## src/rmft_pkg.sv

```systemverilog
package rmft_pkg;

    localparam int NUM_IDS    = 1024;
    localparam int COUNT_BITS = 32;

    localparam int ID_BITS    = 10;
    localparam int DELTA_BITS = 17;
    localparam int OUT_BITS   = 32;
    localparam int NODE_BITS  = $clog2(NUM_IDS) + 1;
    localparam int SUM_BITS   = ((COUNT_BITS > DELTA_BITS) ? COUNT_BITS : DELTA_BITS) + 2;

    typedef logic [COUNT_BITS-1:0] t_count;
    typedef logic [NODE_BITS-1:0]  t_node;

    function automatic logic [OUT_BITS-1:0] out_clamp(input t_count v);
        logic [63:0] w;
        w = 64'(v);
        return (w > 64'h0000_0000_FFFF_FFFF) ? '1 : w[OUT_BITS-1:0];
    endfunction

endpackage

```

## src/rmft_sat_add.sv

```systemverilog
module rmft_sat_add
    import rmft_pkg::*;
(
    input  t_count                       i_count,
    input  logic signed [DELTA_BITS-1:0] i_delta,
    output t_count                       o_count,
    output logic                         o_sat
);

    logic signed [SUM_BITS-1:0] w_sum;

    assign w_sum = $signed({{(SUM_BITS-COUNT_BITS){1'b0}}, i_count}) + SUM_BITS'(i_delta);

    always_comb begin
        if (w_sum[SUM_BITS-1]) begin
            o_count = '0;
            o_sat   = 1'b1;
        end else if (w_sum[SUM_BITS-2:COUNT_BITS] != '0) begin
            o_count = '1;
            o_sat   = 1'b1;
        end else begin
            o_count = w_sum[COUNT_BITS-1:0];
            o_sat   = 1'b0;
        end
    end

endmodule

```

## config.mk

```make
export PLATFORM = sky130hd
export DESIGN_NAME = rmft_sat_add
export DESIGN_NICKNAME = d
export VERILOG_FILES = /design/src/rmft_pkg.sv /design/src/rmft_sat_add.sv
export SDC_FILE = /design/constraint.sdc
export NUM_CORES = 1
export LEC_CHECK = 0
export ABC_AREA = 1
export BUFFER_PORTS_ARGS = -buffer_cell sky130_fd_sc_hd__buf_2
export CORE_ASPECT_RATIO = 1.25
export CORE_UTILIZATION = 57
export DETAILED_ROUTE_END_ITERATION = 16
export GPL_TIMING_DRIVEN = 0
export PLACE_DENSITY = 0.83
export SYNTH_ARGS = -nofsm -noshare
export SYNTH_HDL_FRONTEND = slang
export SYNTH_SLANG_ARGS = --single-unit
```

## constraint.sdc

```tcl
create_clock -name vclk -period 1.8
set_clock_uncertainty 0.1 [all_clocks]
set_input_delay 0 -clock vclk [all_inputs]
set_output_delay 0 -clock vclk [all_outputs]
set_load 0.02 [all_outputs]
```

==> results.py, run 1 <==
metrics = {
    "outcome": {
        "outcome": "stopped before the end",
        "lastStage": "global routing",
        "run.stop_error": "[ERROR GRT-0232] Routing congestion too high. Check the congestion heatmap in the GUI.",
    },
    "placement": {
        "detailed_place_hpwl_mm": 7.406,
        "postPlaceCellArea_mm2": 0.003762,
        "place_congestion": 0.8923,
        "port_buffers": 82,
        "placedCellCount": 750,
    },
    "yosys": {
        "synth_sequential_area_ratio": 0,
        "ys.warnings.count": 0,
        "synth_top_area_cell": "sky130_fd_sc_hd__nand2_1",
        "synth_cell_type_count": 29,
        "synth.most_common_cell": "sky130_fd_sc_hd__nand2_1",
        "synthesis.nets": 689,
        "netlist_top_cells_count": "239 x sky130_fd_sc_hd__nand2_1, 119 x sky130_fd_sc_hd__inv_1, 66 x sky130_fd_sc_hd__nor2_2, 35 x sky130_fd_sc_hd__nor2_1, 33 x sky130_fd_sc_hd__ha_1",
        "avgSynthCellArea_um2": 5.156,
        "syn_area_mm2": 0.003124,
        "yosys.area.top_type_share": 0.2871,
        "synth_top_cells_by_area": "sky130_fd_sc_hd__nand2_1 29%, sky130_fd_sc_hd__inv_1 14%, sky130_fd_sc_hd__ha_1 13%, sky130_fd_sc_hd__nor2_2 13%, sky130_fd_sc_hd__nor2_1 4.2%",
        "post_synth_inst_count": 606,
    },
    "floorplan": {
        "design.portCount": 82,
        "initial_core_util": 0.6021,
        "chipWidth_um": 68.22,
        "core.rowCount": 29,
        "die_y_um": 84.78,
    },
    "grt": {
        "grt_use_total": 0.7798,
        "maximum_number_of_pins_on_one_net_before_global_route_repair": 21,
        "grt_overflow_total": 65,
    },
    "sta": {
        "worst_endpoint_kind": "primary output",
        "repair-timing-grt-worst-ep": "o_count[5]",
    },
    "clocking": {
        "holdBufCountCts": 0,
    },
}
-- per-layer routing --
metal	GRT overflow	track usage
met1	0	0.7506
met2	46	0.9635
met3	2	0.5870
met4	17	0.8655
met5	0	0.07692
-- cells by family after synthesis --
family	share of synthesized area
xor+xnor	0.04205
compound gates	0.05086
buf+inv	0.1886
simple gates	0.5799
fa+ha+maj	0.1386
-- per-stage QoR --
step	setup slack, ps	hold slack (ps)	setup TNS, ps	util
after floorplan	17.98	187.4	0	-
after global placement	-444.4	354.5	-13690	0.7251
after detailed placement	-456.9	387.5	-14240	0.7251
after CTS	-190.1	332.1	-5005	0.8792
-- timing repair --
action | 4_1_cts
pin swaps | 23
endpoints found under the hold margin | 0
setup endpoints to repair | 33
gates resized for setup | 149
setup buffers | 8
cloned | 3
==> run 2: changes to the inputs <==
--- a/config.mk
+++ b/config.mk
@@ -7,11 +7,10 @@
 export LEC_CHECK = 0
 export ABC_AREA = 1
 export BUFFER_PORTS_ARGS = -buffer_cell sky130_fd_sc_hd__buf_2
-export CORE_ASPECT_RATIO = 1.25
-export CORE_UTILIZATION = 57
+export CORE_UTILIZATION = 40
 export DETAILED_ROUTE_END_ITERATION = 16
 export GPL_TIMING_DRIVEN = 0
-export PLACE_DENSITY = 0.83
+export PLACE_DENSITY_LB_ADDON = 0.15
 export SYNTH_ARGS = -nofsm -noshare
 export SYNTH_HDL_FRONTEND = slang
 export SYNTH_SLANG_ARGS = --single-unit
==> results.py, run 2 <==
metrics = {
    "setup_path": {
        "required_ps": 1700,
        "setup.worst_path.class": "input pin to primary output",
        "critPathLaunchType": "input pin",
        "path_max_fanout": 8,
        "worst_setup_path_end_kind": "primary output",
        "worst_ep_arrival_time_ps": 1930,
    },
    "sta": {
        "report.final.hold_viol_count": 0,
        "final_period_minus_worst_setup_slack_ps": 2027,
        "drv_slew": 0,
        "rsz0062_at_grt": "true",
        "max_freq_mhz": 493.2,
        "worst-slew-pin-transition_ps": 329.9,
        "post-route-period-util": 1.126,
        "setup_viol": 32,
        "worst_slack_ps": -227.4,
        "max-slew-margin-rel": 0.7793,
    },
    "floorplan": {
        "core_area_mm2": 0.007408,
        "design.die.area_mm2": 0.008168,
        "chipWidth_um": 90.38,
        "design.portCount": 82,
        "initial_core_util": 0.4217,
        "die_y_um": 90.38,
        "core.rowCount": 31,
    },
    "final_layout": {
        "leading_cell_type_in_the_layout_fill_and_taps_excluded": "sky130_fd_sc_hd__nand2_1",
        "antenna_cells": 0,
        "layout-drive-gt1-share": 0.4075,
        "seqCellArea_um2": 0,
        "seq_cell_count": 0,
        "fillCellCount": 640,
        "multi_input_area_mm2": 0.003445,
        "n_clock_buffer": 0,
        "fin_area_mm2": 0.005130,
        "layout.cells.most_common_list": "216 x sky130_fd_sc_hd__nand2_1, 117 x sky130_fd_sc_hd__inv_1, 65 x sky130_fd_sc_hd__nor2_4, 47 x sky130_fd_sc_hd__buf_2, 33 x sky130_fd_sc_hd__buf_6",
        "area_growth_pct": 64.20,
        "finalNetCount": 804,
    },
    "routing": {
        "route.vias.total": 3842,
        "drc": 0,
        "dr.pass1.iters": 4,
        "route.detailed.wl_per_inst_um": 13.04,
        "drt_antenna_net_count": 0,
        "routed_via_density": 4.697,
        "drt_iter0_markers": 145,
        "drt_wl_total_mm": 10.66,
    },
    "grt": {
        "grt_antenna_before_repair": 0,
        "grt_pass1_vias": 3855,
        "grt_use_total": 0.2504,
        "grt_pass1_wl_mm": 17.04,
        "grt_overflow_total": 0,
        "maximum_number_of_pins_on_one_net_before_global_route_repair": 11,
    },
    "placement": {
        "postPlaceCellArea_mm2": 0.003809,
        "pre_cts_slack_ps": -507.0,
        "place_congestion": 0.8698,
        "port_buffers": 82,
        "detailed_place_hpwl_mm": 7.626,
    },
    "yosys": {
        "ys.warnings.count": 0,
        "avgSynthCellArea_um2": 5.156,
        "syn_area_mm2": 0.003124,
        "yosys.area.top_type_share": 0.2871,
        "post_synth_inst_count": 606,
        "synthesis.nets": 689,
        "synth_top_area_cell": "sky130_fd_sc_hd__nand2_1",
        "synth.most_common_cell": "sky130_fd_sc_hd__nand2_1",
        "synth_top_cells_by_area": "sky130_fd_sc_hd__nand2_1 29%, sky130_fd_sc_hd__inv_1 14%, sky130_fd_sc_hd__ha_1 13%, sky130_fd_sc_hd__nor2_2 13%, sky130_fd_sc_hd__nor2_1 4.2%",
        "synth_sequential_area_ratio": 0,
        "netlist_top_cells_count": "239 x sky130_fd_sc_hd__nand2_1, 119 x sky130_fd_sc_hd__inv_1, 66 x sky130_fd_sc_hd__nor2_2, 35 x sky130_fd_sc_hd__nor2_1, 33 x sky130_fd_sc_hd__ha_1",
        "synth_cell_type_count": 29,
    },
    "power_and_ir_drop": {
        "largest_voltage_drop_on_the_vdd_net_uv": 184.7,
        "p_per_area_mw_per_mm2": 475.2,
        "static-leakage-power_nw": 2.776,
    },
    "hold_path": {
        "hold_depth": 5,
        "hold_path_class": "input pin to primary output",
    },
    "clocking": {
        "holdBufCountCts": 0,
    },
    "flow_run": {
        "cap_viol_max_count": 0,
    },
    "outcome": {
        "failing_checks": "setup timing",
        "outcome": "finished, violations left",
    },
}
==> run 2: worst max-delay path, cell delays in order <==
cell,delay [ps]
sky130_fd_sc_hd__buf_6,90
sky130_fd_sc_hd__ha_4,150
sky130_fd_sc_hd__fa_2,350
sky130_fd_sc_hd__nand2_2,70
sky130_fd_sc_hd__nand2_2,70
sky130_fd_sc_hd__nand3_2,90
sky130_fd_sc_hd__nand2_2,80
sky130_fd_sc_hd__nand2_2,80
sky130_fd_sc_hd__nand2_4,70
sky130_fd_sc_hd__nand2_4,90
sky130_fd_sc_hd__nand2_4,50
sky130_fd_sc_hd__nand2_4,90
sky130_fd_sc_hd__nand2_8,120
sky130_fd_sc_hd__clkbuf_16,200
sky130_fd_sc_hd__nor2_4,140
sky130_fd_sc_hd__nor2_4,40
sky130_fd_sc_hd__buf_6,120
==> run 2: kinds of logic (layout without fill, tap and decap cells) <==
logic type      count (synthesis)  in the layout  synth area share
fa+ha+maj                      34             34            0.1386
xor+xnor                       15             15           0.04205
buf+inv                       131            244            0.1886
compound gates                 28             28           0.05086
simple gates                  398            398            0.5799
==> run 2: stage by stage <==
stage | utilization | instances | hold WS [ps] | setup TNS, ps | total power [mW]
final | 0.6925 | 818 | 317.4 | -5384 | 2.438
after floorplan | - | 606 | 187.4 | 0 | 1.298
after detailed placement | 0.5141 | 787 | 366.9 | -15720 | 1.693
after global placement | 0.5141 | 787 | 353.7 | -14690 | 1.671
after CTS | 0.6541 | 809 | 323.1 | -4627 | 2.207
after global routing | 0.6925 | 818 | 331.8 | -8931 | 2.636
==> run 2: cell type report <==
type	count	area share
well taps	99	0.02415
repair buffers	113	0.1895
plain buffers	6	0.02341
multi-input cells	475	0.6715
inverters	125	0.09146
==> run 2: layer usage <==
metal  GRT usage  wire length, um  vias to the layer above
met5           0                0                        -
met4     0.05645              230                        0
met3    0.009259              334                       17
met2      0.4949             5617                       87
met1      0.2933             4481                     1707
li1            -                -                     2031
==> run 2: worst paths after layout <==
path / slack, ps / startpoint / endpoint
worst max-delay path: -230 / i_count[0] / o_count[5]
worst min-delay path: 320 / i_delta[0] / o_count[0]
==> run 2: what timing repair did <==
action / 4_1_cts / 5_1_grt
setup endpoints to repair: 33 / 33
buffers inserted: 18 / 8
pin swaps: 14 / 20
cloned: 4 / 1
resized for setup: 152 / 56
==> run 2: report_power, final <==
group | internal, mW | switching (mW) | total (mW)
logic | 1.09 | 1.35 | 2.44
clock network | 0 | 0 | 0
registers | 0 | 0 | 0
total | 1.09 | 1.35 | 2.44
No activity file was read; power rests on OpenSTA's default activity.
==> run 3: changes to the inputs <==
--- a/config.mk
+++ b/config.mk
@@ -11,6 +11,7 @@
 export DETAILED_ROUTE_END_ITERATION = 16
 export GPL_TIMING_DRIVEN = 0
 export PLACE_DENSITY_LB_ADDON = 0.15
+export SETUP_SLACK_MARGIN = 0.5
 export SYNTH_ARGS = -nofsm -noshare
 export SYNTH_HDL_FRONTEND = slang
 export SYNTH_SLANG_ARGS = --single-unit
==> results.py, run 3 (same netlist as run 2, synthesis figures left out) <==
metrics = {
    "outcome": {
        "outcome": "finished, violations left",
        "failing_checks": "setup timing",
    },
    "sta": {
        "max-slew-margin-rel": 0.7705,
        "timing.setup.tns_ps": -4904,
        "worst-slew-pin-transition_ps": 341.8,
        "rsz0062_at_grt": "true",
        "post-route-period-util": 1.102,
        "max_freq_mhz": 504.3,
        "worst_slack_ps": -183.1,
        "drv_slew": 0,
        "setup_viol": 33,
        "report.final.hold_viol_count": 0,
        "final_period_minus_worst_setup_slack_ps": 1983,
    },
    "placement": {
        "detailed_place_hpwl_mm": 7.535,
        "pre_cts_slack_ps": -512.0,
        "place_congestion": 0.8825,
        "port_buffers": 82,
    },
    "final_layout": {
        "layout-drive-gt1-share": 0.4391,
        "seq_cell_count": 0,
        "n_clock_buffer": 0,
        "leading_cell_type_in_the_layout_fill_and_taps_excluded": "sky130_fd_sc_hd__nand2_1",
        "antenna_cells": 0,
        "finalNetCount": 807,
        "seqCellArea_um2": 0,
        "fillCellCount": 645,
        "layout.cells.most_common_list": "194 x sky130_fd_sc_hd__nand2_1, 115 x sky130_fd_sc_hd__inv_1, 68 x sky130_fd_sc_hd__nor2_4, 47 x sky130_fd_sc_hd__nand2_2, 46 x sky130_fd_sc_hd__buf_2",
        "area_growth_pct": 69.68,
    },
    "floorplan": {
        "die_y_um": 90.38,
        "design.die.area_mm2": 0.008168,
        "design.portCount": 82,
        "initial_core_util": 0.4217,
        "core_area_mm2": 0.007408,
        "core.rowCount": 31,
        "chipWidth_um": 90.38,
    },
    "setup_path": {
        "cpPeakStageDelay_ps": 200,
        "setup.worst_path.class": "input pin to primary output",
        "path_max_fanout": 7,
        "timing.critical_path.cells": "buf_16, buf_4, ha_1, o21bai_1, a21oi_1, nand2_2, a21oi_4, nand2_2, nand2_4, nand2_8, clkbuf_16, nor2_4, nor2_4, buf_6",
        "required_ps": 1700,
        "worst_ep_arrival_time_ps": 1880,
        "critical_path.slowest_cell": "sky130_fd_sc_hd__a21oi_1",
        "critPathLaunchType": "input pin",
        "worst_setup_path_end_kind": "primary output",
    },
    "grt": {
        "grt_overflow_total": 0,
        "maximum_number_of_pins_on_one_net_before_global_route_repair": 11,
        "grt_pass1_wl_mm": 17.31,
        "grt_use_total": 0.2535,
        "grt_antenna_before_repair": 0,
        "grt_pass1_vias": 3911,
    },
    "routing": {
        "routed_via_density": 4.759,
        "drt_antenna_net_count": 0,
        "dr.pass1.iters": 4,
        "route.vias.total": 3907,
        "drc": 0,
        "drt_iter0_markers": 115,
        "route.detailed.wl_per_inst_um": 13.20,
        "drt_wl_total_mm": 10.84,
    },
    "power_and_ir_drop": {
        "largest_voltage_drop_on_the_vdd_net_uv": 329.1,
        "p_per_area_mw_per_mm2": 476.6,
        "static-leakage-power_nw": 2.853,
    },
    "hold_path": {
        "hold_path_class": "input pin to primary output",
    },
    "flow_run": {
        "cap_viol_max_count": 0,
    },
}
-- run 3: cell types whose count changed in the layout (fill, tap and decap cells not counted), sizes merged --
cell and delta:
buf +1, clkbuf +2
-- run 3: cell type report --
cell class | count | area [um^2] | share of cell area
Timing Repair Buffer | 116 | 1065 | 0.2008
Multi-Input combinational cell | 475 | 3516 | 0.6632
Inverter | 125 | 469.2 | 0.08851
Buffer | 6 | 127.6 | 0.02407
Tap cell | 99 | 123.9 | 0.02337
-- run 3: path summary, 6_finish.rpt --
check                        from           to  depth (start not counted)
worst max-delay path  i_delta[16]  o_count[26]                         14
worst min-delay path   i_count[0]   o_count[0]                          5
-- run 3: routing by layer --
metal,share of wire,vias up,global-route usage
li1,-,2036,-
met1,0.43,1745,0.3151
met2,0.49,110,0.4637
met3,0.060,16,0.02525
met4,0.021,0,0.06183
met5,0,-,0
-- run 3: critical path: cells and delay by family --
kind	cells	cell delay (ps)
compound gates	3	520
buf+inv	4	610
fa+ha+maj	1	190
simple gates	6	540
-- run 3: metrics by stage --
stage,hold WS [ps],cells,utilization,power [mW],area [um^2]
floorplan,171.5,606,-,1.336,3352
global placement,369.8,787,0.5246,1.710,3886
detailed placement,384.9,787,0.5246,1.728,3886
CTS,323.7,814,0.6805,2.324,5041
global route,347.7,821,0.7156,2.714,5301
finish,327.9,821,0.7156,2.527,5301
-- run 3: what timing repair did --
| action | CTS | global route |
|---|---|---|
| endpoints found under the hold margin | 0 | 0 |
| buffers inserted | 23 | 4 |
| cloned | 4 | 3 |
| hold buffers | 0 | 0 |
| setup endpoints to repair | 33 | 33 |
| pin swaps | 42 | 33 |
| resized for setup | 176 | 49 |
-- run 3: power breakdown --
group / switching (mW) / internal [mW]
Clock: 0 / 0
Sequential: 0 / 0
Combinational: 1.38 / 1.15
